===== config.mk =====
export PLATFORM = sky130hd
export DESIGN_NAME = sorted_date_time_insert_table
export DESIGN_NICKNAME = d
export VERILOG_FILES = /design/src/sdt_pkg.sv /design/src/sdt_cell.sv /design/src/sorted_date_time_insert_table.sv
export SDC_FILE = /design/constraint.sdc
export NUM_CORES = 2
export LEC_CHECK = 0
export ABC_AREA = 0
export BUFFER_PORTS_ARGS = -buffer_cell sky130_fd_sc_hd__buf_2
export CORE_MARGIN = 2
export CORE_UTILIZATION = 25
export CTS_CLUSTER_DIAMETER = 40
export DETAILED_ROUTE_END_ITERATION = 12
export PLACE_DENSITY = 0.45
export SLEW_MARGIN = 20
export SYNTH_ARGS = -nofsm -noshare
export SYNTH_HDL_FRONTEND = slang
export SYNTH_SLANG_ARGS = --single-unit

===== constraint.sdc =====
create_clock -name i_clk -period 5.35 [get_ports i_clk]
set_input_delay 0.2675 -clock i_clk [delete_from_list [all_inputs] [get_ports i_clk]]
set_output_delay 0.2675 -clock i_clk [all_outputs]
set_load 0.1 [all_outputs]

===== src/sdt_pkg.sv =====
// ----------------------------------------------------------------------------
// sdt_pkg
// Types, codes and limits shared by the sorted date-time table and its cells.
// ----------------------------------------------------------------------------
package sdt_pkg;

    localparam logic ACT_INSERT = 1'b0;
    localparam logic ACT_LIST   = 1'b1;

    localparam int unsigned MONTH_MAX    = 12;
    localparam int unsigned DAY_MAX      = 31;
    localparam int unsigned HOUR_LIMIT   = 24;
    localparam int unsigned MINUTE_LIMIT = 60;

    typedef enum logic [2:0] {
        ST_INSERTED = 3'd0,
        ST_BAD_DATE = 3'd1,
        ST_BAD_TIME = 3'd2,
        ST_FULL     = 3'd3,
        ST_LISTED   = 3'd4
    } t_status;

    typedef struct packed {
        logic [3:0]  month;
        logic [4:0]  day;
        logic [4:0]  hour;
        logic [5:0]  minute;
        logic [15:0] tag;
    } t_entry;

    typedef logic [19:0] t_key;

    typedef struct packed {
        logic ins;
        logic rot;
    } t_cell_ctrl;

    function automatic t_key key_of(input t_entry e);
        return {e.month, e.day, e.hour, e.minute};
    endfunction

endpackage


===== src/sdt_cell.sv =====
// ----------------------------------------------------------------------------
// sdt_cell
// One slot of the sorted chain: flags whether the new key goes at or before
// this slot, takes the left neighbour (or the new entry) on insert and the right one (or the head) on rotate.
// ----------------------------------------------------------------------------
module sdt_cell
    import sdt_pkg::*;
(
    input  logic       i_clk,
    input  t_cell_ctrl i_ctrl,
    input  t_entry     i_new,
    input  t_entry     i_left,
    input  t_entry     i_right,
    input  t_entry     i_head,
    input  logic       i_p_left,
    input  logic       i_valid,
    input  logic       i_valid_right,
    output t_entry     o_entry,
    output logic       o_p
);

    t_entry r_entry;
    t_entry n_entry;

    assign o_p     = !(i_valid && (key_of(r_entry) < key_of(i_new)));
    assign o_entry = r_entry;

    always_comb begin
        n_entry = r_entry;
        if (i_ctrl.ins && o_p) begin
            n_entry = i_p_left ? i_left : i_new;
        end else if (i_ctrl.rot) begin
            n_entry = i_valid_right ? i_right : i_head;
        end
    end

    always_ff @(posedge i_clk) begin
        r_entry <= n_entry;
    end

endmodule


===== src/sorted_date_time_insert_table.sv =====
// ----------------------------------------------------------------------------
// sorted_date_time_insert_table
// Date-time entries kept sorted in a chain of cells; checked inserts and
// in-order listing.
//
//   port group      | dir | beat marked by
//   ----------------+-----+---------------------------------------
//   command         | in  | start && !busy at a rising edge
//   result          | out | o_strobe, high with each result
//
// An insert's result appears the cycle after acceptance
// and busy stays low, so inserts may follow every cycle.
// A list of n entries rotates the chain once per entry: busy stays high while
// the chain rotates and one result leaves per cycle. An empty list gives no result.
// Reset empties the table. Results cannot be held off.
// ----------------------------------------------------------------------------
module sorted_date_time_insert_table
    import sdt_pkg::*;
#(
    parameter int CAPACITY = 32
) (
    input  logic        i_clk,
    input  logic        i_rst_n,
    input  logic        start,
    output logic        busy,
    input  logic        i_action,
    input  logic [6:0]  i_month,
    input  logic [6:0]  i_day,
    input  logic [6:0]  i_hour,
    input  logic [6:0]  i_minute,
    input  logic [15:0] i_message_tag,
    output logic        o_strobe,
    output logic [2:0]  o_status,
    output logic [5:0]  o_position,
    output logic [3:0]  o_out_month,
    output logic [4:0]  o_out_day,
    output logic [4:0]  o_out_hour,
    output logic [5:0]  o_out_minute,
    output logic [15:0] o_out_tag,
    output logic        o_last
);

    localparam int CW = $clog2(CAPACITY + 1);
    localparam int IW = (CAPACITY > 1) ? $clog2(CAPACITY) : 1;

    logic [CW-1:0] r_count;
    logic          r_list;
    logic [IW-1:0] r_idx;
    logic          r_strobe;
    t_status       r_status;
    logic [5:0]    r_pos;
    t_entry        r_ent;
    logic          r_last;

    t_entry        w_ent   [CAPACITY];
    logic          w_p     [CAPACITY];
    logic          w_valid [CAPACITY];
    t_entry        w_new;
    t_cell_ctrl    w_ctrl;
    logic          w_accept;
    logic          w_full;
    logic          w_bad_date;
    logic          w_bad_time;
    logic          w_ins_ok;
    logic [IW-1:0] w_ins_pos;
    logic          w_list_end;

    assign w_accept   = start && !busy;
    assign w_full     = (r_count == CW'(CAPACITY));
    assign w_bad_date = (i_month < 7'd1) || (i_month > 7'(MONTH_MAX))
                        || (i_day > 7'(DAY_MAX));
    assign w_bad_time = (i_hour >= 7'(HOUR_LIMIT)) || (i_minute >= 7'(MINUTE_LIMIT));
    assign w_ins_ok   = w_accept && (i_action == ACT_INSERT) && !w_full
                        && !w_bad_date && !w_bad_time;
    assign w_list_end = (r_idx == IW'(r_count - CW'(1)));

    assign w_new = {i_month[3:0], i_day[4:0], i_hour[4:0], i_minute[5:0], i_message_tag};

    assign w_ctrl = {w_ins_ok, r_list};

    always_comb begin
        w_ins_pos = '0;
        for (int i = CAPACITY - 1; i >= 0; i--) begin
            if (w_p[i]) begin
                w_ins_pos = IW'(i);
            end
        end
    end

    for (genvar gi = 0; gi < CAPACITY; gi++) begin : g_cell
        assign w_valid[gi] = (CW'(gi) < r_count);

        if (gi == 0 && CAPACITY == 1) begin : g_only
            sdt_cell u_cell (
                .i_clk        (i_clk),
                .i_ctrl       (w_ctrl),
                .i_new        (w_new),
                .i_left       (w_new),
                .i_right      (w_ent[0]),
                .i_head       (w_ent[0]),
                .i_p_left     (1'b0),
                .i_valid      (w_valid[0]),
                .i_valid_right(1'b0),
                .o_entry      (w_ent[0]),
                .o_p          (w_p[0])
            );
        end else if (gi == 0) begin : g_first
            sdt_cell u_cell (
                .i_clk        (i_clk),
                .i_ctrl       (w_ctrl),
                .i_new        (w_new),
                .i_left       (w_new),
                .i_right      (w_ent[1]),
                .i_head       (w_ent[0]),
                .i_p_left     (1'b0),
                .i_valid      (w_valid[0]),
                .i_valid_right(w_valid[1]),
                .o_entry      (w_ent[0]),
                .o_p          (w_p[0])
            );
        end else if (gi == CAPACITY - 1) begin : g_tail
            sdt_cell u_cell (
                .i_clk        (i_clk),
                .i_ctrl       (w_ctrl),
                .i_new        (w_new),
                .i_left       (w_ent[gi-1]),
                .i_right      (w_ent[0]),
                .i_head       (w_ent[0]),
                .i_p_left     (w_p[gi-1]),
                .i_valid      (w_valid[gi]),
                .i_valid_right(1'b0),
                .o_entry      (w_ent[gi]),
                .o_p          (w_p[gi])
            );
        end else begin : g_mid
            sdt_cell u_cell (
                .i_clk        (i_clk),
                .i_ctrl       (w_ctrl),
                .i_new        (w_new),
                .i_left       (w_ent[gi-1]),
                .i_right      (w_ent[gi+1]),
                .i_head       (w_ent[0]),
                .i_p_left     (w_p[gi-1]),
                .i_valid      (w_valid[gi]),
                .i_valid_right(w_valid[gi+1]),
                .o_entry      (w_ent[gi]),
                .o_p          (w_p[gi])
            );
        end
    end

    always_ff @(posedge i_clk) begin
        if (!i_rst_n) begin
            r_count  <= '0;
            r_list   <= 1'b0;
            r_idx    <= '0;
            r_strobe <= 1'b0;
        end else begin
            r_strobe <= 1'b0;
            if (r_list) begin
                r_strobe <= 1'b1;
                r_status <= ST_LISTED;
                r_pos    <= 6'(r_idx);
                r_ent    <= w_ent[0];
                r_last   <= w_list_end;
                r_idx    <= r_idx + IW'(1);
                if (w_list_end) begin
                    r_list <= 1'b0;
                end
            end else if (w_accept && i_action == ACT_LIST) begin
                r_idx <= '0;
                if (r_count != '0) begin
                    r_list <= 1'b1;
                end
            end else if (w_accept) begin
                r_strobe <= 1'b1;
                r_pos    <= '0;
                r_ent    <= '0;
                r_last   <= 1'b1;
                if (w_full) begin
                    r_status <= ST_FULL;
                end else if (w_bad_date) begin
                    r_status <= ST_BAD_DATE;
                end else if (w_bad_time) begin
                    r_status <= ST_BAD_TIME;
                end else begin
                    r_status <= ST_INSERTED;
                    r_pos    <= 6'(w_ins_pos);
                    r_count  <= r_count + CW'(1);
                end
            end
        end
    end

    assign busy         = r_list;
    assign o_strobe     = r_strobe;
    assign o_status     = r_status;
    assign o_position   = r_pos;
    assign o_out_month  = r_ent.month;
    assign o_out_day    = r_ent.day;
    assign o_out_hour   = r_ent.hour;
    assign o_out_minute = r_ent.minute;
    assign o_out_tag    = r_ent.tag;
    assign o_last       = r_last;

    a_list_needs_entries: assert property (@(posedge i_clk) disable iff (!i_rst_n)
        busy |-> (r_count != '0))
        else $error("listing with an empty table");

    a_count_bound: assert property (@(posedge i_clk) disable iff (!i_rst_n)
        r_count <= CW'(CAPACITY))
        else $error("entry count above capacity");

    a_full_reject: assert property (@(posedge i_clk) disable iff (!i_rst_n)
        (w_accept && i_action == ACT_INSERT && w_full)
        |=> (o_strobe && o_status == ST_FULL && $stable(r_count)))
        else $error("insert into full table not rejected");

    a_list_last_frees: assert property (@(posedge i_clk) disable iff (!i_rst_n)
        (o_strobe && o_last && o_status == ST_LISTED) |-> !busy)
        else $error("busy after final listed beat");

endmodule

==> impl_metrics.py <==
metrics = {
    "yosys": {
        "ys_top_cells_by_area": "edfxtp_1 (42%), mux2i_1 (9.7%), ha_1 (8.9%)",
        "synth_cells": 8493,
        "synthesis.area_um2": 86300,
        "yosys.area.top_type_share_pct": 41.6,
        "seq_area_frac_synth_pct": 41.9,
        "postSynth.asyncResetShare_pct": 0,
        "yosysMostFrequentCell": "a21oi_1",
        "yosys.area.top_type": "edfxtp_1",
        "synth_edf_count": 1197,
        "synth_top_flop_cell": "edfxtp_1",
        "synth.avg_cell_area_um2": 10.2,
        "synth.top_cells.by_count": "a21oi_1 (1,460), edfxtp_1 (1,197), nor2_1 (844), mux2i_1 (833), a211oi_1 (651)",
        "syn_nets": 9152,
        "ys_ff_latch": 1210,
        "yosys_warnings": 0,
        "ys_types": 84,
    },
    "power_and_ir_drop": {
        "p_comb_share_pct": 4.0,
        "power_frac_clock_pct": 60.7,
        "power_density_nw_per_um2": 286,
        "swShare_pct": 23.4,
        "total_power_w": 0.0291,
        "internal-power_w": 0.0223,
        "p_seq_share_pct": 35.4,
        "ir_worst_vdd_uv": 225,
        "p_sw_w": 0.00683,
        "power.static_leakage_nw": 37.2,
    },
    "timing": {
        "worst_pin_slew_ns": 1.18,
        "drv_slew": 0,
        "fin_skew_ns": 0.0688,
        "final.period_utilization_pct": 88.9,
        "timing.fmax_mhz": 210,
        "rsz0062_at_grt": "false",
        "final_hold_viol_count": 0,
        "setup-violations-final": 0,
        "max-slew-margin-rel_pct": 21.2,
        "worst_slack_ns": 0.592,
        "period_minus_slack_ns": 4.76,
    },
    "clock_network": {
        "root_buffer": "clkbuf_16",
        "cts.path.max_buffers": 4,
        "cts_tree": "yes",
        "ctsHtreeMaxLevel": 5,
        "cts_sinks": 1210,
        "clk_latency_ns": 0.86,
        "numCtsBuffers": 293,
        "cts-resized-gates": 0,
        "cts.clk_slew.worst_paths_ns": 0.04,
    },
    "routing": {
        "wl_per_cell_um": 27.0,
        "drc": 0,
        "drt_iter0_markers": 6610,
        "drtAntennaViolNets": 0,
        "vias": 70200,
        "dr.pass1.iters": 6,
        "wl_um": 357000,
        "vias_per_cell": 5.32,
    },
    "setup_path": {
        "timing.rr.end": "o_position[1]$_DFFE_PP_",
        "path_class": "reg -> reg",
        "cp_max_fo": 22,
        "r2r-start": "r_count[3]$_SDFFE_PN0P_",
        "worst_setup_path_end_kind": "flop",
        "r2r_cells": 12,
        "ff2ff_setup_slack_ns": 0.59,
        "crit_arrival_ns": 5.31,
        "worstPathRequired_ns": 5.90,
        "startpoint_type": "flop",
    },
    "floorplan": {
        "fp.dieH_um": 592,
        "die_area_um2": 350000,
        "fp.dieW_um": 592,
        "start_util_pct": 25.1,
        "rows": 215,
        "coreArea_um2": 343000,
        "ios": 96,
    },
    "placed_design": {
        "numPortBuffers": 94,
        "place_ws_ns": 0.380,
        "dp_hpwl_um": 243000,
        "gp_congestion": 0.893,
    },
    "grt": {
        "gr-usage-all-layers_pct": 19.7,
        "grt_max_degree": 73,
        "grt_pass1_vias": 69200,
        "grt_pass1_wl_um": 512000,
        "antenna_found_initial": 20,
        "overflow": 0,
    },
    "run_status": {
        "status": "complete, no violations",
    },
    "run": {
        "maxCapViolations": 0,
    },
    "hold_path": {
        "worstHoldPathType": "in -> reg",
        "min_to": "o_status[1]$_SDFFCE_PP0P_",
        "worstHoldStart": "i_month[5]",
        "hold_depth": 4,
    },
    "final_layout": {
        "final_net_count": 9046,
        "final_core_utilization_pct": 29.7,
        "post_route_cells_drive_above_1_share_pct": 16.5,
        "area_delta_synth_final_pct": 18.2,
    },
}
==> flip-flops by register name, summed over array words and instances, names as in the netlist, 4 cells and up <==
name	cells
g_cell.g_mid.u_cell.o_entry	1080
o_out_tag	16
o_out_month	4
r_idx	5
o_out_day	5
o_position	5
g_cell.g_tail.u_cell.o_entry	36
g_cell.g_first.u_cell.o_entry	36
o_out_minute	6
o_out_hour	5
r_count	6
==> area by class of cell <==
type / instances / area (um^2)
fill: 35700 / 241000
clock inverter: 168 / 1770
tap: 4557 / 5700
timing repair buffer: 390 / 3140
multi-input combinational: 6448 / 47200
antenna: 31 / 77.6
inverter: 44 / 165
clock buffer: 347 / 7750
sequential: 1210 / 36200
==> cells in the final DEF (no fill, tap or decap), types with 48 or more instances in the layout <==
master     netlist  final
clkbuf_16        0    303
a211oi_1       651    649
clkinv_2         0     48
a21oi_1       1460   1442
buf_2          244     95
nand4_1         68     68
mux2i_1        833    833
and2_1         116    109
nor2_1         844    837
a21o_1          95     92
nand2_1        147    146
ha_1           611    611
o21ai_0        133    132
nor2b_1        539    538
mux2_2         438    438
edfxtp_1      1197   1197
buf_4           14    256
==> through the flow <==
stage | cell area, um^2 | cells | TNS (ns) | hold slack, ns
after floorplan | 86300 | 8493 | 0 | 0.450
after global routing | 102000 | 13200 | 0 | 0.112
after CTS | 102000 | 13200 | 0 | 0.0412
after global placement | 92300 | 12600 | -0.860 | 0.539
final | 102000 | 13200 | 0 | 0.0764
after detailed placement | 92300 | 12600 | 0 | 0.547
==> worst max-delay path: stages (launching register included) <==
cell	delay (ns)
dfxtp_1	0.37
buf_4	0.38
and2_1	0.69
a21oi_4	0.20
a2111oi_0	0.81
o211ai_1	0.44
buf_4	0.36
nand2b_1	0.21
a31oi_1	0.20
o21ai_0	0.12
a2111oi_2	0.34
buf_2	0.25
o21ai_1	0.09
==> power groups by stage <==
stage | sequential (W) | combinational (W) | clock (W)
after global placement | 0.0105 | 0.00111 | 0
final | 0.0103 | 0.00116 | 0.0177
after global routing | 0.0103 | 0.00123 | 0.0184
after CTS | 0.0103 | 0.00114 | 0.0180
after detailed placement | 0.0105 | 0.00114 | 0
after floorplan | 0.0105 | 0.000530 | 0
==> timing repair <==
item	4_1_cts	5_1_grt
hold endpoints to repair	12	0
hold buffers	4	0
buffers inserted	0	0
==> worst max-delay path by stage <==
stage | to | slack, ns | depth (start not counted) | from
floorplan | g_cell[0].g_first.u_cell.o_entry[0]$_DFFE_PP_ | 0.65 | 9 | i_hour[2]
global placement | o_position[1]$_DFFE_PP_ | -0.86 | 14 | i_day[4]
detailed placement | o_position[0]$_DFFE_PP_ | 0.38 | 15 | i_day[4]
CTS | o_position[1]$_DFFE_PP_ | 0.54 | 12 | r_count[3]$_SDFFE_PN0P_
global route | o_position[1]$_DFFE_PP_ | 0.41 | 12 | r_count[3]$_SDFFE_PN0P_
finish | o_position[1]$_DFFE_PP_ | 0.59 | 12 | r_count[3]$_SDFFE_PN0P_
==> layer usage <==
layer / vias to the layer above / GRT usage (%) / share of wire [%]
met3: 545 / 3.21 / 6.5
met2: 2551 / 31.1 / 45
met4: 2 / 6.52 / 3.3
met5: - / 0 / 0.0036
li1: 32100 / - / -
met1: 35100 / 27.3 / 46
==> cell families (layout without fill, tap and decap cells) <==
| group | Yosys count | after routing | share of synthesized area, % |
|---|---|---|---|
| AO/OA/AOI/OAI | 2567 | 2567 | 17.7 |
| XOR/XNOR | 9 | 9 | 0.0913 |
| adder cells (fa/ha/maj) | 611 | 611 | 8.86 |
| buffers and inverters | 835 | 949 | 4.09 |
| flip-flops | 1210 | 1210 | 41.9 |
| multiplexers | 1301 | 1301 | 15.8 |
| other | 1 | 32 | 0.00434 |
| AND/OR/NAND/NOR | 1959 | 1959 | 11.5 |
Note: power is estimated with default switching activity, not from simulation.
